==> src/rtl/core/tdl_pkg.sv <==
package tdl_pkg;

	// default directory size
	localparam int DIRECTORY_DEPTH_DEF = 4096;

	// field widths
	localparam int ZOOM_W   = 5;
	localparam int COORD_W  = 31;
	localparam int ID_W     = 64;
	localparam int TILE_W   = 63;
	localparam int RUN_W    = 8;
	localparam int BYTE_W   = 32;
	localparam int CODE_W   = 33;
	localparam int CFG_IX_W = 2;
	localparam int CFG_D_W  = 5;

	// run saturation limit
	localparam logic [RUN_W-1:0] RUN_MAX = 8'd255;

	// request actions
	localparam logic [1:0] ACT_APPEND = 2'd0;
	localparam logic [1:0] ACT_LOCATE = 2'd1;
	localparam logic [1:0] ACT_CLEAR  = 2'd2;

	// result status codes
	localparam logic [1:0] ST_NONE = 2'd0;
	localparam logic [1:0] ST_TILE = 2'd1;
	localparam logic [1:0] ST_LEAF = 2'd2;

	// configuration register indexes
	localparam logic [CFG_IX_W-1:0] CFG_ZOOM_LO   = 2'd0;
	localparam logic [CFG_IX_W-1:0] CFG_ZOOM_HI   = 2'd1;
	localparam logic [CFG_IX_W-1:0] CFG_LEAF_MODE = 2'd2;

	// one stored directory entry
	typedef struct packed {
		logic [ID_W-1:0]   id;
		logic [RUN_W-1:0]  run;
		logic [BYTE_W-1:0] offset;
		logic [BYTE_W-1:0] length;
	} dir_entry_t;

	// request to the hilbert walker
	typedef struct packed {
		logic               start;
		logic [ZOOM_W-1:0]  zoom;
		logic [COORD_W-1:0] x;
		logic [COORD_W-1:0] y;
	} hil_req_t;

	// level base (4^z-1)/3: ones at the even bit positions below 2z
	function automatic logic [TILE_W-2:0] level_base(input logic [ZOOM_W-1:0] z);
		logic [TILE_W-2:0] b;
		b = '0;
		for (int i = 0; i < COORD_W; i++) begin
			b[2*i] = (ZOOM_W'(i) < z);
		end
		return b;
	endfunction

endpackage

==> src/rtl/core/tdl_hilbert.sv <==
module tdl_hilbert (
	input  logic                        clk,
	input  logic                        arst_n,
	input  tdl_pkg::hil_req_t           req,
	output logic                        done,
	output logic [tdl_pkg::TILE_W-1:0]  tile_id
);
	import tdl_pkg::*;

	typedef enum logic [1:0] {H_IDLE, H_WALK, H_ADD} hstate_t;

	hstate_t             state_q;
	logic [COORD_W-1:0]  cx_q, cy_q;
	logic [ZOOM_W-1:0]   k_q;
	logic [ZOOM_W-1:0]   z_q;
	logic [TILE_W-2:0]   sum_q;
	logic [TILE_W-1:0]   tile_id_q;
	logic                done_q;

	logic                bx, by;
	logic [COORD_W-1:0]  fx, fy;
	logic [TILE_W-2:0]   digit;

	// one curve level per cycle, most significant level first
	always_comb begin
		bx = cx_q[k_q];
		by = cy_q[k_q];
		fx = bx ? ~cx_q : cx_q;
		fy = bx ? ~cy_q : cy_q;
		digit = {{(TILE_W-3){1'b0}}, bx, bx ^ by} << {k_q, 1'b0};
	end

	// walker sequencer
	always_ff @(posedge clk or negedge arst_n) begin
		if (!arst_n) begin
			state_q   <= H_IDLE;
			cx_q      <= '0;
			cy_q      <= '0;
			k_q       <= '0;
			z_q       <= '0;
			sum_q     <= '0;
			tile_id_q <= '0;
			done_q    <= 1'b0;
		end else begin
			done_q <= 1'b0;
			case (state_q)
				H_IDLE: begin
					if (req.start) begin
						cx_q  <= req.x;
						cy_q  <= req.y;
						z_q   <= req.zoom;
						k_q   <= req.zoom - ZOOM_W'(1);
						sum_q <= '0;
						state_q <= (req.zoom == '0) ? H_ADD : H_WALK;
					end
				end
				H_WALK: begin
					sum_q <= sum_q | digit;
					if (!by) begin
						cx_q <= fy;
						cy_q <= fx;
					end
					if (k_q == '0) begin
						state_q <= H_ADD;
					end else begin
						k_q <= k_q - ZOOM_W'(1);
					end
				end
				H_ADD: begin
					tile_id_q <= {1'b0, sum_q} + {1'b0, level_base(z_q)};
					done_q    <= 1'b1;
					state_q   <= H_IDLE;
				end
				default: state_q <= H_IDLE;
			endcase
		end
	end

	assign done    = done_q;
	assign tile_id = tile_id_q;

endmodule

==> config.mk <==
export PLATFORM = sky130hd
export DESIGN_NAME = tdl_hilbert
export DESIGN_NICKNAME = d
export VERILOG_FILES = /design/src/rtl/core/tdl_pkg.sv /design/src/rtl/core/tdl_hilbert.sv
export SDC_FILE = /design/constraint.sdc
export NUM_CORES = 1
export LEC_CHECK = 0
export BUFFER_PORTS_ARGS = -buffer_cell sky130_fd_sc_hd__clkbuf_2
export CAP_MARGIN = 15
export CORE_MARGIN = 3
export CORE_UTILIZATION = 45
export CTS_CLUSTER_DIAMETER = 200
export DETAILED_ROUTE_END_ITERATION = 7
export HOLD_SLACK_MARGIN = 0.08
export MAX_ROUTING_LAYER = met4
export PLACE_DENSITY_LB_ADDON = 0.1
export SKIP_CTS_REPAIR_TIMING = 1
export SLEW_MARGIN = 20
export SYNTH_ARGS = -nofsm -noshare
export SYNTH_HDL_FRONTEND = slang
export SYNTH_SLANG_ARGS = --single-unit
==> constraint.sdc <==
create_clock -name clk -period 4.3 [get_ports clk]
set_input_delay 0.215 -clock clk [delete_from_list [all_inputs] [get_ports clk]]
set_output_delay 0.215 -clock clk [all_outputs]
set_load 0.005 [all_outputs]
==> results_dict.tcl, run 1 <==
set metrics [dict create \
    status "finished clean" \
    clock_sink_count 200 \
    yosys_warnings 0 \
    final_nets 1543 \
    hold_start "req[12]" \
    hpwlAfterDp_um 22100 \
    antenna_found_initial 1 \
    syn_inst 1339 \
    yosys_most_used_dff "dfrtp_1" \
    fill_cells 2455 \
    die_h_um 166 \
    syn_nets 1442 \
    rsz0062_at_grt "no" \
    grt_usage 0.235 \
    drive_gt1_frac 0.156 \
    min_path_type "primary input to register" \
    area_growth_pct 14.3 \
    start_util 0.459 \
    grt-ovfl-total 0 \
    clk_latency_ns 0.44 \
    relSlewSlack 0.430 \
    ios 134 \
    worstPathMaxFanout 9 \
    drtPass1Iterations 5 \
    cts_inserted_buffers 17 \
    die-area_sq_um 27600 \
    wire_per_inst_um 17.5 \
    period_share 0.900 \
    vdd.ir_drop.worst_mv 0.706 \
    utilization 0.524 \
    cts_tree "yes" \
    num_vias 9732 \
    grt_pass1_wl_um 51600 \
    critPathCaptureType "register" \
    crit_type "register to register" \
    yosysSeqAreaShare 0.433 \
    critPathLaunchType "register" \
    critPathRequiredTime_ns 4.65 \
    cts_root_buffer "clkbuf_16" \
    p_leak_nw 5.92 \
    dp_slack_ns 0.131 \
    max_freq_ghz 0.258 \
    drc_errors 0 \
    critical_path_arrival_ns 4.22 \
    finalMaxSlewViolations 0 \
    synth-edff-count 0 \
    grt_max_degree 107 \
    fin_skew_ns 0.0138 \
    finalSetupViolCount 0 \
    antenna_left 0 \
    cts-htree-levels 4 \
    avgViaCountPerCell 5.46 \
    netlist_area_sq_um 11500 \
    startpoint "z_q[3]" \
    worst_slack_ns 0.431 \
    die_w_um 166 \
    path_clk_slew_ns 0.08 \
    wirelength_um 31200 \
    synth-seq-cells 200 \
    finalCriticalPeriod_ns 3.87 \
    core_sq_um 25200 \
    first_global_vias 9592 \
    worstMarginPinSlew_ns 0.855 \
    r2r_cells 17 \
    r2r_start "z_q[3]" \
    synth_cell_type_count 62 \
    drt_first_iter_violations 641 \
    hold_violations 0 \
    syn_area_per_cell_sq_um 8.62 \
    portBuffers 133 \
    place_congestion 0.968 \
    rrSetupSlack_ns 0.43 \
    min_path_cells 3 \
    fp-row-count 58 \
    drv_cap 0 \
    power_density_nw_per_um2 877 \
    finalSetupTns_ns 0 \
    cts_buffer_depth 2 \
    ys_async_sr_fraction 1.00 \
]
[report_power, final]
group / leakage [nW] / switching, mW / internal, mW
Sequential: 2.63 / 0.819 / 2.70
Clock: 0.260 / 0.743 / 0.805
Combinational: 3.02 / 3.84 / 2.68
[worst max-delay path, cell delays in order (launching register included)]
cell       delay (ns)
dfrtp_1          0.47
nor2_1           0.25
inv_1            0.10
nor2_1           0.17
inv_1            0.08
or2_2            0.28
ha_1             0.35
a211oi_1         0.10
o31ai_2          0.38
a22oi_2          0.15
o31ai_2          0.25
buf_4            0.19
a2111oi_2        0.08
nor3_2           0.19
buf_4            0.17
a21oi_1          0.09
or3_1            0.32
a31oi_1          0.18
[registers in the layout, indices dropped and copies added, names as in the netlist]
signal	flops
z_q	5
cx_q	31
sum_q	62
cy_q	31
done	1
tile_id	63
state_q	2
k_q	5
[logic make-up after synthesis]
logic type / count (synthesis) / synth area share
multiplexers: 29 / 0.0437
XOR/XNOR: 119 / 0.0902
adder cells (fa/ha/maj): 33 / 0.0358
AND/OR/NAND/NOR: 462 / 0.171
flip-flops: 200 / 0.433
AO/OA/AOI/OAI: 395 / 0.191
buffers and inverters: 101 / 0.0347
[Yosys cell counts (9+ instances only)]
cell	count	area [sq um]
nand4_1	9	56.3
ha_1	33	413
a31oi_1	24	150
xor2_1	97	850
nor2b_1	11	68.8
o21ai_0	199	996
nand2_1	250	938
a21oi_1	97	485
nand3_1	16	80.1
nor3_1	9	45.0
buf_1	15	56.3
mux4_2	17	383
xnor2_1	22	193
inv_1	16	60.1
mux2i_1	11	110
dfrtp_1	200	5000
clkbuf_1	59	221
nor2_1	117	439
[routing by layer]
metal | share of wire | global-route usage
met1 | 0.46 | 0.319
met5 | 0 | -
met4 | 0.024 | 0.0781
met3 | 0.042 | 0.0295
met2 | 0.47 | 0.370
[path summary, 6_finish.rpt]
kind	end
worst min register to register	tile_id[24]
worst min-delay path	cy_q[12]
max in group asynchronous	k_q[0]
worst max-delay path	tile_id[54]
worst max register to register	tile_id[54]
min in group asynchronous	tile_id[18]
[cell usage in the layout (no fill, tap or decap), drive strengths merged, types with 8 or more instances in the layout]
master,instances
nand2,250
o21ai,207
dfrtp,200
clkbuf,155
nor2,117
xor2,97
a21oi,97
ha,33
a31oi,24
buf,24
xnor2,22
inv,18
mux4,17
nand3,16
nor2b,11
mux2i,11
nor3,10
nand4,9
dlygate4sd3,9
a21boi,8
a31o,8
or3,8
[per-stage QoR]
stage | cells | hold WS (ns) | cell area [sq um] | power, mW
6_report | 1784 | 0.0508 | 13200 | 11.6
5_1_grt | 1784 | 0.0823 | 13200 | 12.8
4_1_cts | 1773 | -0.0682 | 13100 | 11.6
3_5_place_dp | 1741 | 0.403 | 12500 | 9.99
3_3_place_gp | 1741 | 0.395 | 12500 | 9.88
2_1_floorplan | 1339 | -0.0806 | 11500 | 8.28
[final cells by class]
| cell class | instances | area [sq um] | share of cell area |
|---|---|---|---|
| clock inverters | 10 | 97.6 | 0.00739 |
| well taps | 330 | 413 | 0.0313 |
| flip-flops and latches | 200 | 5010 | 0.379 |
| diodes | 1 | 2.50 | 0.000190 |
| clock buffers | 22 | 444 | 0.0336 |
| inverters | 17 | 63.8 | 0.00483 |
| repair buffers | 166 | 977 | 0.0740 |
| multi-input cells | 1038 | 6200 | 0.470 |
(Power assumes the default switching activity.)
==> inputs of run 2 (changes only) <==
--- a/config.mk
+++ b/config.mk
@@ -14,6 +14,7 @@
 export HOLD_SLACK_MARGIN = 0.08
 export MAX_ROUTING_LAYER = met4
 export PLACE_DENSITY_LB_ADDON = 0.1
+export REMOVE_ABC_BUFFERS = 1
 export SKIP_CTS_REPAIR_TIMING = 1
 export SLEW_MARGIN = 20
 export SYNTH_ARGS = -nofsm -noshare
==> results_dict.tcl, run 2 (synthesis results as in run 1) <==
set metrics [dict create \
    drv_cap 0 \
    place_congestion 0.904 \
    cts-htree-levels 4 \
    crit_chain "nor2_1, inv_1, nor2_1, inv_1, or2_2, ha_1, a211oi_1, o31ai_2, a22oi_2, o31ai_2, a2111oi_2, nor3_2, buf_4, a21oi_1, or3_1, a31oi_1" \
    clk_latency_ns 0.44 \
    die_h_um 166 \
    fill_cells 2467 \
    critical-path-top-delay-family "compound AO/OA/AOI/OAI gates" \
    drc_errors 0 \
    fin_skew_ns 0.0173 \
    max_freq_ghz 0.253 \
    cts_buffer_depth 2 \
    finalCriticalPeriod_ns 3.95 \
    first_global_vias 9520 \
    finalMaxSlewViolations 0 \
    critPathCaptureType "register" \
    path_clk_slew_ns 0.08 \
    mostFrequentLayoutCells "nand2_1 (249), dfrtp_1 (200), o21ai_0 (199), clkbuf_2 (132), nor2_1 (117)" \
    drt_first_iter_violations 652 \
    p_leak_nw 5.98 \
    finalSetupViolCount 0 \
    wirelength_um 30500 \
    ios 134 \
    antenna_found_initial 1 \
    multi_input_area_sq_um 6200 \
    rsz0062_at_grt "no" \
    grt_pass1_wl_um 50400 \
    portBuffers 133 \
    die-area_sq_um 27600 \
    num_vias 9790 \
    hold_ws_ns 0.0546 \
    hpwlAfterDp_um 21400 \
    cpMaxStageDelayCell "dfrtp_1" \
    stdcell_area_sq_um 13400 \
    grt_usage 0.228 \
    worstPathMaxFanout 9 \
    rrSetupSlack_ns 0.35 \
    power_density_nw_per_um2 874 \
    worstMarginPinSlew_ns 0.757 \
    area_growth_pct 15.7 \
    final_common_cell "nand2_1" \
    critical_path_arrival_ns 4.30 \
    min_path_type "primary input to register" \
    wire_per_inst_um 17.0 \
    final_nets 1553 \
    period_share 0.917 \
    fp-row-count 58 \
    utilization 0.531 \
    hold_violations 0 \
    status "finished clean" \
    critPathLaunchType "register" \
    cts_inserted_buffers 17 \
    vdd.ir_drop.worst_mv 0.608 \
    start_util 0.459 \
    place_area_sq_um 12500 \
    cts_tree "yes" \
    crit_type "register to register" \
    largest_reg_flops 63 \
    max_stage_delay_ns 0.47 \
    die_w_um 166 \
    relSlewSlack 0.494 \
    drive_gt1_frac 0.155 \
    avgViaCountPerCell 5.46 \
    antenna_left 0 \
    grt_max_degree 115 \
    drtPass1Iterations 5 \
    critPathRequiredTime_ns 4.65 \
    clock_sink_count 200 \
    cts_root_buffer "clkbuf_16" \
    grt-ovfl-total 0 \
    register_area_sq_um 5000 \
    power_mw 11.7 \
    crit_buf_inv 3 \
    core_sq_um 25200 \
]
[run 2: worst paths after layout]
kind,start,to,cells after the start
hold / removal,req[6],cy_q[6],3
hold reg to reg,tile_id[31],tile_id[31],2
setup / recovery,z_q[3],tile_id[54],16
setup reg to reg,z_q[3],tile_id[54],16
min in group asynchronous,arst_n,tile_id[17],2
max in group asynchronous,arst_n,z_q[1],3
[run 2: cell type report]
class,count,share of cell area
clock buffer,18,0.0321
tap,330,0.0309
multi-input combinational,1038,0.464
timing repair buffer,176,0.0830
antenna,1,0.000187
sequential,200,0.374
clock inverter,14,0.0106
inverter,17,0.00477
[run 2: where the power goes]
group,internal (mW),total (mW),switching (mW)
Combinational,2.74,6.64,3.90
Clock,0.818,1.59,0.770
Sequential,2.70,3.45,0.756
Total,6.26,11.7,5.42
[run 2: metrics by stage]
| step | cells | TNS, ns | worst slack (ns) |
|---|---|---|---|
| 2_1_floorplan | 1255 | -264.17 | -3.18 |
| 4_1_cts | 1770 | 0 | 0.152 |
| 3_5_place_dp | 1738 | 0 | 0.156 |
| 5_1_grt | 1794 | 0 | 0.0748 |
| 6_report | 1794 | 0 | 0.355 |
| 3_3_place_gp | 1738 | 0 | 0.291 |
[run 2: routing by layer]
metal	up-vias	track usage	wire, um
met4	0	0.0615	583
li1	4860	-	-
met1	4665	0.309	14300
met3	34	0.0345	1190
met2	231	0.362	14400
met5	-	-	0
[run 2: worst min-delay path, delay by kind of cell]
family,cells,cell delay [ns]
buffers and inverters,1,0.08
AO/OA/AOI/OAI,2,0.18
==> inputs of run 3 (changes only) <==
--- a/config.mk
+++ b/config.mk
@@ -13,7 +13,6 @@
 export DETAILED_ROUTE_END_ITERATION = 7
 export HOLD_SLACK_MARGIN = 0.08
 export MAX_ROUTING_LAYER = met4
-export PLACE_DENSITY_LB_ADDON = 0.1
 export REMOVE_ABC_BUFFERS = 1
 export SKIP_CTS_REPAIR_TIMING = 1
 export SLEW_MARGIN = 20
==> results_dict.tcl, run 3 (synthesis results as in run 1) <==
set metrics [dict create \
    crit_type "register to register" \
    r2r_start "z_q[3]" \
    grt_pass1_wl_um 50300 \
    mostFrequentLayoutCells "nand2_1 (249), dfrtp_1 (200), o21ai_0 (199), clkbuf_2 (132), nor2_1 (117)" \
    critPathRequiredTime_ns 4.60 \
    status "finished clean" \
    antenna_left 0 \
    dp_slack_ns 0.229 \
    vdd.ir_drop.worst_mv 0.640 \
    core_sq_um 25200 \
    cts_buffer_depth 2 \
    final_common_cell "nand2_1" \
    power_mw 11.6 \
    grt_max_degree 91 \
    area_growth_pct 14.4 \
    r2r_cells 15 \
    rsz0062_at_grt "no" \
    final_nets 1540 \
    grt_util_met3 0.0369 \
    hold_violations 0 \
    fp-row-count 58 \
    grt_usage 0.227 \
    drive_gt1_frac 0.156 \
    p_leak_nw 5.92 \
    rrSetupSlack_ns 0.31 \
    grt-busiest-layer "met2" \
    drc_errors 0 \
    fin_skew_ns 0.0141 \
    hold_path_end "cy_q[0]" \
    die_w_um 166 \
    hold_ws_ns 0.0561 \
    critical_path_arrival_ns 4.30 \
    max_stage_delay_ns 0.57 \
    drt_first_iter_violations 681 \
    drtPass1Iterations 5 \
    relSlewSlack 0.409 \
    max_freq_ghz 0.250 \
    hold_start "req[0]" \
    period_share 0.929 \
    largest_reg_flops 63 \
    cpMaxStageDelayCell "a221oi_1" \
    antenna_found_initial 0 \
    finalSetupTns_ns 0 \
    met1_usage 0.309 \
    portBuffers 133 \
    r2r-end "tile_id[38]" \
    critical-path-top-delay-family "compound AO/OA/AOI/OAI gates" \
    path_clk_slew_ns 0.07 \
    clk_latency_ns 0.44 \
    worst_slack_ns 0.307 \
    hpwlAfterDp_um 21500 \
    grt-ovfl-total 0 \
    worstMarginPinSlew_ns 0.884 \
    crit_buf_inv 2 \
    finalSetupViolCount 0 \
    power_density_nw_per_um2 881 \
    place_area_sq_um 12600 \
    cts-htree-levels 4 \
    critPathLaunchType "register" \
    grtUsageMet2 0.355 \
    drv_cap 0 \
    place_congestion 0.900 \
    stdcell_area_sq_um 13200 \
    avgViaCountPerCell 5.48 \
    cts_root_buffer "clkbuf_16" \
    worstPathMaxFanout 9 \
    die-area_sq_um 27600 \
    cts_tree "yes" \
    num_vias 9763 \
    start_util 0.459 \
    ios 134 \
    crit_chain "nor2_1, inv_1, nor2_1, inv_1, or2_2, ha_1, a211oi_1, o31ai_2, a21oi_1, nor2_1, a221oi_1, o21ai_0, a21oi_1, xor2_1, o21ai_0" \
    cts_inserted_buffers 17 \
    die_h_um 166 \
    wire_per_inst_um 17.1 \
    clock_sink_count 200 \
    critPathCaptureType "register" \
    wirelength_um 30500 \
    finalMaxSlewViolations 0 \
    fill_cells 2440 \
    finalCriticalPeriod_ns 3.99 \
    first_global_vias 9476 \
    cpMostUsedCell "nor2_1" \
    min_path_type "primary input to register" \
    min_path_cells 3 \
]
==> run 3: layout make-up <==
class / instances / area (sq um) / area share
Multi-Input combinational cell: 1038 / 6200 / 0.469
Sequential cell: 200 / 5000 / 0.379
Timing Repair Buffer: 163 / 955 / 0.0722
Clock buffer: 20 / 437 / 0.0330
Tap cell: 330 / 413 / 0.0312
Clock inverter: 12 / 145 / 0.0110
Inverter: 17 / 63.8 / 0.00483
Antenna cell: 1 / 2.50 / 0.000189
==> run 3: routing by layer <==
layer,vias to the layer above,part of all wire
li1,4839,-
met1,4621,0.47
met2,257,0.47
met3,46,0.046
met4,0,0.019
met5,-,0
==> run 3: per-stage QoR <==
| stage | instances | util |
|---|---|---|
| 2_1_floorplan | 1255 | - |
| 3_3_place_gp | 1741 | 0.498 |
| 3_5_place_dp | 1741 | 0.498 |
| 4_1_cts | 1773 | 0.522 |
| 5_1_grt | 1780 | 0.525 |
| 6_report | 1781 | 0.525 |
==> run 3: worst max path at each step <==
stage          slack, ns  startpoint  cells past startpoint     endpoint
6_report            0.31      z_q[3]                     15  tile_id[38]
5_1_grt            0.008      z_q[3]                     16  tile_id[58]
2_1_floorplan      -3.18      k_q[0]                      6    sum_q[42]
3_5_place_dp        0.23      z_q[3]                     16  tile_id[60]
4_1_cts             0.17      z_q[3]                     16  tile_id[54]
3_3_place_gp        0.33      z_q[3]                     16  tile_id[60]
==> run 3: power breakdown <==
part	switching, mW	leakage, nW	internal, mW	total (mW)
clock network	0.758	0.280	0.871	1.63
registers	0.750	2.63	2.70	3.45
logic	3.90	3.01	2.66	6.56
==> run 3: worst reg2reg max path: cells and delay by family (launching register included) <==
family	cells	cell delay (ns)
AND/OR/NAND/NOR	4	0.80
adder cells (fa/ha/maj)	1	0.33
flip-flops	1	0.47
buffers and inverters	2	0.17
AO/OA/AOI/OAI	7	1.96
XOR/XNOR	1	0.15
